===== src/rtl/core/t32x_pkg.sv =====
// shared types, decode constants and helper functions for the wide load/store decoder
package t32x_pkg;

  typedef enum logic [2:0] {
    KIND_NONE     = 3'd0,
    KIND_ADD      = 3'd1,
    KIND_SUB      = 3'd2,
    KIND_MULTI_DB = 3'd3,
    KIND_DOUBLE   = 3'd4,
    KIND_REG_OFF  = 3'd5,
    KIND_UNPRIV   = 3'd6
  } kind_t;

  typedef struct packed {
    logic [15:0] first_half;
    logic [15:0] second_half;
    logic [31:0] rn_value;
    logic [31:0] index_value;
    logic [31:0] pc_value;
  } cmd_t;

  typedef struct packed {
    kind_t       kind;
    logic        is_load;
    logic [3:0]  target_reg;
    logic [3:0]  second_reg;
    logic [31:0] alu_result;
    logic [31:0] access_address;
    logic [2:0]  access_bytes;
    logic        sign_extend;
    logic        base_update;
    logic [31:0] new_base;
    logic [15:0] register_list;
    logic        align_fault;
  } result_t;

  localparam logic [15:0] MASK_WIDE   = 16'hfbf0;
  localparam logic [15:0] OP_ADDW     = 16'hf200;
  localparam logic [15:0] OP_SUBW     = 16'hf2a0;
  localparam logic [15:0] MASK_MULTI  = 16'hffc0;
  localparam logic [15:0] OP_MULTI_DB = 16'he900;
  localparam logic [15:0] MASK_DOUBLE = 16'hfe40;
  localparam logic [15:0] OP_DOUBLE   = 16'he840;
  localparam logic [15:0] MASK_ROFF   = 16'h0fc0;
  localparam logic [15:0] MASK_UNPRIV = 16'h0f00;
  localparam logic [15:0] OP_UNPRIV   = 16'h0e00;
  localparam logic [15:0] MASK_NARROW = 16'hfff0;
  localparam logic [15:0] OP_STRB     = 16'hf800;
  localparam logic [15:0] OP_LDRB     = 16'hf810;
  localparam logic [15:0] OP_STRH     = 16'hf820;
  localparam logic [15:0] OP_LDRH     = 16'hf830;
  localparam logic [15:0] OP_STR      = 16'hf840;
  localparam logic [15:0] OP_LDR      = 16'hf850;
  localparam logic [15:0] OP_LDRSB    = 16'hf910;
  localparam logic [15:0] OP_LDRSH    = 16'hf930;

  localparam logic [3:0] REG_PC = 4'hf;

  localparam logic [2:0] BYTES_ONE  = 3'd1;
  localparam logic [2:0] BYTES_HALF = 3'd2;
  localparam logic [2:0] BYTES_WORD = 3'd4;

  // adder tree over the list bits
  function automatic logic [4:0] count_regs(input logic [15:0] list);
    logic [1:0] s1 [8];
    logic [2:0] s2 [4];
    logic [3:0] s3 [2];
    for (int i = 0; i < 8; i++) begin
      s1[i] = {1'b0, list[2*i]} + {1'b0, list[2*i+1]};
    end
    for (int i = 0; i < 4; i++) begin
      s2[i] = {1'b0, s1[2*i]} + {1'b0, s1[2*i+1]};
    end
    for (int i = 0; i < 2; i++) begin
      s3[i] = {1'b0, s2[2*i]} + {1'b0, s2[2*i+1]};
    end
    return {1'b0, s3[0]} + {1'b0, s3[1]};
  endfunction

  // lowest nibble first, then lowest bit within it
  function automatic logic [3:0] lowest_reg(input logic [15:0] list);
    logic [1:0] nib;
    logic [3:0] sel;
    logic [1:0] bit_pos;
    if (list[3:0] != 4'd0) nib = 2'd0;
    else if (list[7:4] != 4'd0) nib = 2'd1;
    else if (list[11:8] != 4'd0) nib = 2'd2;
    else nib = 2'd3;
    sel = list[{nib, 2'b00} +: 4];
    if (sel[0]) bit_pos = 2'd0;
    else if (sel[1]) bit_pos = 2'd1;
    else if (sel[2]) bit_pos = 2'd2;
    else bit_pos = 2'd3;
    return {nib, bit_pos};
  endfunction

endpackage


===== src/rtl/core/t32x_decode.sv =====
// instruction class decode and address generation for one registered transaction
module t32x_decode
  import t32x_pkg::*;
(
  input  cmd_t    cmd,
  output result_t res
);

  logic [15:0] a;
  logic [15:0] b;
  logic [15:0] op_wide;
  logic [15:0] op_narrow;
  logic [31:0] left;
  logic [31:0] imm;
  logic [4:0]  count;
  logic [31:0] multi_addr;
  logic [31:0] dw_off;
  logic [31:0] dw_oaddr;
  logic [31:0] dw_addr;
  logic [31:0] roff_addr;
  logic [31:0] unpriv_addr;
  logic        narrow_ok;
  logic        regoff;
  logic        load;

  assign a = cmd.first_half;
  assign b = cmd.second_half;
  assign op_wide   = a & MASK_WIDE;
  assign op_narrow = a & MASK_NARROW;

  assign left = (a[3:0] == REG_PC) ? {cmd.pc_value[31:2], 2'b00} : cmd.rn_value;
  assign imm  = {20'd0, a[10], b[14:12], b[7:0]};

  assign count      = count_regs(b);
  assign multi_addr = cmd.rn_value - {25'd0, count, 2'b00};

  assign dw_off   = {22'd0, b[7:0], 2'b00};
  assign dw_oaddr = a[7] ? (cmd.rn_value + dw_off) : (cmd.rn_value - dw_off);
  assign dw_addr  = a[8] ? dw_oaddr : cmd.rn_value;

  assign roff_addr   = cmd.rn_value + (cmd.index_value << b[5:4]);
  assign unpriv_addr = cmd.rn_value + {24'd0, b[7:0]};

  assign narrow_ok = (op_narrow == OP_STRB)  || (op_narrow == OP_LDRB)  ||
                     (op_narrow == OP_STRH)  || (op_narrow == OP_LDRH)  ||
                     (op_narrow == OP_STR)   || (op_narrow == OP_LDR)   ||
                     (op_narrow == OP_LDRSB) || (op_narrow == OP_LDRSH);
  assign regoff = ((b & MASK_ROFF) == 16'd0);
  assign load   = op_narrow[4];

  always_comb begin
    res = '0;
    if ((op_wide == OP_ADDW) || (op_wide == OP_SUBW)) begin
      res.kind       = (op_wide == OP_ADDW) ? KIND_ADD : KIND_SUB;
      res.target_reg = b[11:8];
      res.alu_result = (op_wide == OP_ADDW) ? (left + imm) : (left - imm);
    end else if (((a & MASK_MULTI) == OP_MULTI_DB) && (b != 16'd0)) begin
      res.kind             = KIND_MULTI_DB;
      res.is_load          = a[4];
      res.target_reg       = lowest_reg(b);
      res.access_address   = multi_addr;
      res.access_bytes     = BYTES_WORD;
      res.new_base         = multi_addr;
      res.register_list    = b;
      res.align_fault      = (multi_addr[1:0] != 2'b00);
      res.base_update      = a[5] && (multi_addr[1:0] == 2'b00);
    end else if (((a & MASK_DOUBLE) == OP_DOUBLE) && (a[8] || a[5])) begin
      res.kind             = KIND_DOUBLE;
      res.is_load          = a[4];
      res.target_reg       = b[15:12];
      res.second_reg       = b[11:8];
      res.access_address   = dw_addr;
      res.access_bytes     = BYTES_WORD;
      res.new_base         = dw_oaddr;
      res.align_fault      = (dw_addr[1:0] != 2'b00);
      res.base_update      = a[5] && (dw_addr[1:0] == 2'b00);
    end else if (narrow_ok && (regoff || ((b & MASK_UNPRIV) == OP_UNPRIV))) begin
      res.kind           = regoff ? KIND_REG_OFF : KIND_UNPRIV;
      res.is_load        = load;
      res.target_reg     = b[15:12];
      res.access_address = regoff ? roff_addr : unpriv_addr;
      if (op_narrow[6]) res.access_bytes = BYTES_WORD;
      else if (op_narrow[5]) res.access_bytes = BYTES_HALF;
      else res.access_bytes = BYTES_ONE;
      res.sign_extend    = load && op_narrow[8];
    end
  end

endmodule


===== src/rtl/core/thumb32_extra_decode_agu.sv =====
// top level: input register, decode and address generation, result register
//
// usage:
//   a transaction is accepted at a rising edge with start high and busy low.
//   busy is held low, so one instruction can be issued every cycle.
//   cmd carries the two instruction halfwords, the base and index register
//   values and the raw program counter.
//   the decoded result appears on result with done high for exactly one
//   cycle; the receiver takes it at the edge that ends that cycle and
//   cannot stall it.
// registers: the command is captured in the input register when accepted;
//   the decoded result and done are then registered in the result register,
//   from which the receiver takes them.
// throughput: one transaction per cycle, set by the single decode stage
//   between the input and result registers.
// reset: rst is synchronous; it drops any transaction in flight and clears
//   done. there is no other control state, so the block is ready at once after.
module thumb32_extra_decode_agu
  import t32x_pkg::*;
(
  input  logic    clk,
  input  logic    rst,
  input  logic    start,
  output logic    busy,
  input  cmd_t    cmd,
  output logic    done,
  output result_t result
);

  logic    stage_valid;
  cmd_t    stage_cmd;
  result_t decoded;

  assign busy = 1'b0;

  always_ff @(posedge clk) begin
    if (rst) begin
      stage_valid <= 1'b0;
    end else begin
      stage_valid <= start && !busy;
    end
  end

  always_ff @(posedge clk) begin
    if (start && !busy) begin
      stage_cmd <= cmd;
    end
  end

  t32x_decode u_decode (
    .cmd (stage_cmd),
    .res (decoded)
  );

  always_ff @(posedge clk) begin
    if (rst) begin
      done <= 1'b0;
    end else begin
      done <= stage_valid;
    end
  end

  always_ff @(posedge clk) begin
    if (stage_valid) begin
      result <= decoded;
    end
  end

  a_latency: assert property (@(posedge clk) disable iff (rst)
    (start && !busy) |-> ##2 done)
    else $error("accepted transaction did not produce a result");

  a_no_spurious: assert property (@(posedge clk) disable iff (rst)
    done |-> $past(stage_valid))
    else $error("result strobe without a transaction in the stage");

  a_fault_blocks_wb: assert property (@(posedge clk) disable iff (rst)
    (done && result.align_fault) |-> !result.base_update)
    else $error("write-back set on an alignment fault");

  a_unhandled_zero: assert property (@(posedge clk) disable iff (rst)
    (done && (result.kind == KIND_NONE)) |-> (result == '0))
    else $error("unhandled encoding with nonzero fields");

  a_access_size: assert property (@(posedge clk) disable iff (rst)
    (done && (result.access_bytes == 3'd0)) |->
      ((result.kind == KIND_NONE) || (result.kind == KIND_ADD) ||
       (result.kind == KIND_SUB)))
    else $error("memory class without an access size");

endmodule

===== config.mk =====
export PLATFORM = sky130hd
export DESIGN_NAME = thumb32_extra_decode_agu
export DESIGN_NICKNAME = d
export VERILOG_FILES = /design/src/rtl/core/t32x_pkg.sv /design/src/rtl/core/t32x_decode.sv /design/src/rtl/core/thumb32_extra_decode_agu.sv
export SDC_FILE = /design/constraint.sdc
export NUM_CORES = 1
export LEC_CHECK = 0
export ABC_AREA = 1
export BUFFER_PORTS_ARGS = -buffer_cell sky130_fd_sc_hd__buf_2
export CAP_MARGIN = 20
export CORE_MARGIN = 8
export CORE_UTILIZATION = 55
export CTS_CLUSTER_DIAMETER = 60
export DETAILED_ROUTE_END_ITERATION = 8
export PLACE_DENSITY = 0.8
export SETUP_SLACK_MARGIN = 0.4
export SYNTH_ARGS = -nofsm -noshare
export SYNTH_HDL_FRONTEND = slang
export SYNTH_SLANG_ARGS = --single-unit

===== constraint.sdc =====
create_clock -name clk -period 13.85 [get_ports clk]
set_clock_uncertainty 0.05 [all_clocks]
set_input_delay 2.0775 -clock clk [delete_from_list [all_inputs] [get_ports clk]]
set_output_delay 2.0775 -clock clk [all_outputs]
set_load 0.1 [all_outputs]

After elaboration in Yosys (flattened, before gate mapping)
Cells that the tools add are included.
Widths: inputs -> output; s select.

cells by class
  reduce and logical (&&, ||, !) cells = 29
  eq/ne operators = 14
  add/subtract/negate cells = 22
  shifts and indexed selects = 2
  bitwise logic cells = 3
  muxes and demuxes = 29

operators with widths
  cell                  number
  $mux 32               5
  $eq 12x12->1 const B  8
  $mux 35               2
  $mux 33               2
  $mux 36               1
  $add 32x10->32        1
  $add 32x12->32        1
  $add 32x32->32        1
  $add 32x8->32         1
  $shl 32x2->32         1
  $sub 32x10->32        1
  $sub 32x12->32        1
  $sub 32x7->32         1
  $mux 8                3
  $eq 11x11->1 const B  2
  $mux 2                9
  $add 1x1->2           8
  $logic_not 16->1      1
  $reduce_bool 16->1    1
  $shiftx 16x5->3       1
  $add 2x2->3           4
  $reduce_bool 4->1     3
  $eq 10x10->1 const B  1
  $logic_or 1x1->1      10
  15 further kinds      30

storage, ports and cells
  output and inout bits = 132
  input port bits = 131
  flip-flop bits (word level) = 260
  word-level logic and storage cells = 119

Logic depth before layout (Yosys ltp)
  depth after elaboration = 13
  gate-level depth with buffers = 25

By module
Synthesis repeated with hierarchy kept, for this count alone.

unflattened totals
  cell total of the unflattened synthesis = 2,645
  area total of the unflattened synthesis = 19,399.9 um2

by module, submodules not included
  module                    sequential area each (um2)  instances  cells an instance  area each (um2)
  t32x_decode               0.0                         1          2,379              11,586.1
  thumb32_extra_decode_agu  7,787.5                     1          266                7,813.7

Worst setup path after synthesis
OpenSTA, ideal clock, no wires.

  path kind = reg-to-reg
  start = reg stage_cmd[101] (netlist bit)
  end = reg result[85] (netlist bit) (data pin)
  path slack = 8.697 ns
  arrival = 4.844 ns
  cell stages (with the launch flop) = 21
  clock period less this slack = 5.153 ns
  path buffers = 1
  setup time = 0.259 ns
  path through = edfxtp_1 > inv_2 > clkbuf_1 > fa_1 > fa_1 > fa_1 > fa_1 > inv_1 > ha_1 > inv_1 > fa_1 > xor2_1 > ha_1 > a21oi_1 > o21ai_1 > a21oi_2 > nand2_1 > nor2_1 > nand3_1 > nand3_2 > nand3_1

on the way
  cells in the longest elaborated chain, start to end = 6

ends and longest elaborated chain
  item                                                  line                                  RTL
  start, declared                                       thumb32_extra_decode_agu.sv:31        cmd_t stage_cmd;
  start signal, assigned                                thumb32_extra_decode_agu.sv:46        stage_cmd <= cmd;
  $add 1x1->2 / $shl 32x2->32 (equally long branches)   t32x_pkg.sv:69, t32x_decode.sv:41
  $add 2x2->3 / $add 32x32->32 (equally long branches)  t32x_pkg.sv:72, t32x_decode.sv:41
  $add 3x3->4 / $mux 32 (equally long branches)         t32x_pkg.sv:75, t32x_decode.sv:81
  $add 4x4->5 / $mux 36 (equally long branches)         t32x_pkg.sv:77, t32x_decode.sv:77
  $sub 32x7->32 / $mux 35 (equally long branches)       t32x_decode.sv:35, t32x_decode.sv:67
  $mux 35 *                                             t32x_decode.sv:57                     end else if (((a & MASK_MULTI) == OP_MULTI_DB) && (b != 16'd0)) begin
  end signal, assigned                                  thumb32_extra_decode_agu.sv:65        result <= decoded;
  end, declared                                         thumb32_extra_decode_agu.sv:27        output result_t result

Every way passes the cells marked *; elsewhere a longest branch is shown, timed or not.
A chain may end at the register's enable or synchronous reset.

Worst setup path after layout
  start = reg stage_cmd[101] (netlist bit)
  end = reg result[37] (netlist bit) (data pin)

on the way
  cells in the longest elaborated chain, start to end = 6

ends and longest elaborated chain
  item           line               RTL
  $add 1x1->2    t32x_pkg.sv:69     s1[i] = {1'b0, list[2*i]} + {1'b0, list[2*i+1]};
  $add 2x2->3    t32x_pkg.sv:72     s2[i] = {1'b0, s1[2*i]} + {1'b0, s1[2*i+1]};
  $add 3x3->4    t32x_pkg.sv:75     s3[i] = {1'b0, s2[2*i]} + {1'b0, s2[2*i+1]};
  $add 4x4->5    t32x_pkg.sv:77     return {1'b0, s3[0]} + {1'b0, s3[1]};
  $sub 32x7->32  t32x_decode.sv:35  assign multi_addr = cmd.rn_value - {25'd0, count, 2'b00};
  $mux 33 *      t32x_decode.sv:57

Marked as above.

==> flow_summary_export.csv <==
group,metric,value,unit
global_routing,grt_max_degree,83,
setup_path,cp_num_buf_inv,4,
logic_synthesis,syn_area,18800,µm²
setup_path,crit_family,"adder cells",
logic_synthesis,synth_top_area_share,40.9,%
global_routing,gr-max-usage-layer,"met2",
final_layout,drive_gt1_share,13.4,%
setup_path,end_kind,"register",
pwr,power,2.66,mW
sta,fin_crit_sh,48.5,%
final_layout,final_nets,3010,
min_path,hold_depth,1,
logic_synthesis,syn_nets,2763,
logic_synthesis,synth_area_leaders,"edfxtp_1 (41%), nand2_1 (14%), inv_1 (7.2%), ha_1 (6.9%), nor2_1 (5.6%)",
drt,routedWlPerCell,20.1,µm
final_layout,fillers,2929,
final_layout,multiInputGateArea,9400,µm²
die,rows,67,
die,die_area,40300,µm²
pwr,power_frac_clock,30.8,%
pwr,comb_power_share,33.0,%
global_routing,grt_pass1_wl,98100,µm
logic_synthesis,synth.most_common_cell,"nand2_1",
global_routing,grt_pass1_vias,17453,
logic_synthesis,ys_top_cells_by_count,"nand2_1 (725), inv_1 (361), nor2_1 (278), edfxtp_1 (256), nand3_1 (168)",
pwr,pwr-share-seq,36.2,%
placed_design,hpwl,52100,µm
global_routing,antenna_found_initial,0,
setup_path,crit_path_start,"stage_cmd[101]",
sta,slew_viol_final,0,
outcome,outcome,"complete, no violations",
clocking,clock-root-buffer,"clkbuf_16",
global_routing,grt.total_usage,31.2,%
die,start_util,55.9,%
placed_design,port_buffers,259,
setup_path,timing.reg2reg.setup_slack,7.13,ns
placed_design,preCtsSetupSlack,7.33,ns
die,die_h,201,µm
die,die_x,201,µm
pwr,vdd_drop_max,157,µV
clocking,cts_tree,"yes",
job,maxCapViolCount,0,
sta,fin_ws,7.13,ns
logic_synthesis,synth_ff_type,"edfxtp_1",
global_routing,met1_usage,38.6,%
setup_path,setup.worst_path.end,"result[37]",
die,core-area,33600,µm²
drt,via_per_inst,5.59,
global_routing,grtUsageMet2,52.9,%
drt,via_count,18074,
min_path,min_path_type,"register to register",
setup_path,r2r-end,"result[37]",
drt,drt_iter0_drc,1650,
drt,wirelength,64900,µm
logic_synthesis,ys_async_sr_fraction,0,%
sta,fmax,149,MHz
die,io_pins,263,
pwr,power.density,124,nW/µm²
final_layout,final_area,21500,µm²
sta,slew_headroom,23.4,%
drt,drc,0,
setup_path,crit_chain,"inv_2 -> fa_1 -> fa_1 -> fa_1 -> fa_1 -> inv_1 -> ha_1 -> inv_1 -> fa_1 -> o21ai_0 -> nand2_1 -> ha_1 -> nand2_1 -> inv_1 -> nand2_1 -> o211ai_1 -> nor2_1 -> nand2_1 -> xor2_1 -> nand2_1 -> o21ai_1",
sta,setup_tns,0,ns
clocking,postCtsSetupBuffers,0,
clocking,hold_buffers,0,
final_layout,syn2layout_area_growth,14.4,%
logic_synthesis,syn_avg_cell_area,7.47,µm²
logic_synthesis,synth_cells,2514,
sta,worstMarginPinSlew,1.15,ns
logic_synthesis,yosys.cell_types.count,52,
sta,rsz0062_at_grt,"no",
logic_synthesis,synth_enable_flop_cells,256,
logic_synthesis,ys_warn_count,0,
placed_design,place_congestion,0.976,
setup_path,cp_num_cells,21,
clocking,h-tree-depth,1,
final_layout,seq_area,7730,µm²
sta,final.min_clock_period,6.72,ns
setup_path,critPathMaxStageDelay,0.99,ns
pwr,power_switching,1.02,mW
sta,setup_viol,0,
setup_path,cpMaxStageDelayCell,"edfxtp_1",
clocking,cts.path.max_buffers,3,
drt,ant_nets,0,
drt,dr.pass1.iters,5,
clocking,clk_latency,0.59,ns
logic_synthesis,synth_seq_area_share,41.1,%
setup_path,path_class,"register to register",
global_routing,globalRouteMet3Util,6.47,%
pwr,leakagePower,10.1,nW
clocking,cts_buffers,30,
setup_path,critPathRequiredTime,14.11,ns
placed_design,placedInstanceArea,20500,µm²
setup_path,arrival,6.98,ns
setup_path,critical_path_peak_fanout,37,
min_path,hp-start,"stage_cmd[117]",
clocking,cts.repair.resized,0,
final_layout,antennaDiodeCount,0,
pwr,intPower,1.64,mW
setup_path,reg2reg_depth,21,
sta,finalHoldViolations,0,
logic_synthesis,synth_top_area_cell,"edfxtp_1",
setup_path,worstSetupStartpointType,"register",
global_routing,overflow,0,
setup_path,r2r-start,"stage_cmd[101]",
pwr,switching_share,38.3,%
logic_synthesis,synth_seq_cells,258,
clocking,cts.sinks,258,
clocking,path_clk_slew,0.06,ns
-- area by class of cell --
class                           instances  share of cell area, %
Timing Repair Buffer                  266                   6.29
Multi-Input combinational cell       1829                   43.7
Clock buffer                           30                   3.49
Sequential cell                       258                   36.0
Clock inverter                         26                   1.37
Tap cell                              448                   2.61
Inverter                              376                   6.57
-- power by group through the flow --
| stage | Sequential [mW] | Clock [mW] | Combinational (mW) |
|---|---|---|---|
| 3_5_place_dp | 0.977 | 0 | 0.855 |
| 3_3_place_gp | 0.976 | 0 | 0.834 |
| 6_report | 0.965 | 0.821 | 0.878 |
| 2_1_floorplan | 1.11 | 0 | 0.500 |
| 4_1_cts | 0.962 | 0.825 | 0.862 |
| 5_1_grt | 0.968 | 0.853 | 0.962 |
-- stage by stage --
| stage | hold WS (ns) | utilization [%] | instances |
|---|---|---|---|
| after CTS | 0.558 | 64.0 | 3233 |
| after global routing | 0.583 | 64.0 | 3233 |
| final | 0.560 | 64.0 | 3233 |
| after global placement | 0.497 | 60.8 | 3177 |
| after detailed placement | 0.517 | 60.8 | 3177 |
| after floorplan | 0.483 | - | 2514 |
-- routing by layer --
metal,part of all wire (%),vias to the layer above
met5,0,-
met4,4.0,0
met3,10,143
met2,47,917
met1,39,8220
li1,-,8794
-- worst min path at each step --
stage             endpoint  slack [ns]
3_3_place_gp   result[125]        0.50
3_5_place_dp   result[125]        0.52
2_1_floorplan  result[125]        0.48
6_report        result[51]        0.56
4_1_cts        result[125]        0.56
5_1_grt         result[51]        0.58
-- cell usage in the layout (no fill, tap or decap), types with 30 or more instances in the layout --
cell type / synthesis / layout
o21ai_0: 167 / 167
edfxtp_1: 256 / 256
ha_1: 104 / 104
nand3_1: 168 / 168
clkbuf_16: 0 / 30
buf_2: 10 / 258
nor2_1: 278 / 277
nand2_1: 725 / 725
a21oi_1: 143 / 143
inv_1: 361 / 361
-- kinds of logic after synthesis --
family	share of synthesized area, %
AND/OR/NAND/NOR	28.9
flip-flops	41.1
AO/OA/AOI/OAI	11.2
buffers and inverters	8.91
adder cells (fa/ha/maj)	8.42
other	0.0200
XOR/XNOR	1.49
-- state kept, by name (all words and copies together), names as in the netlist --
name	cells
done	1
result	130
stage_cmd	126
stage_valid	1
(Power assumes the default switching activity.)
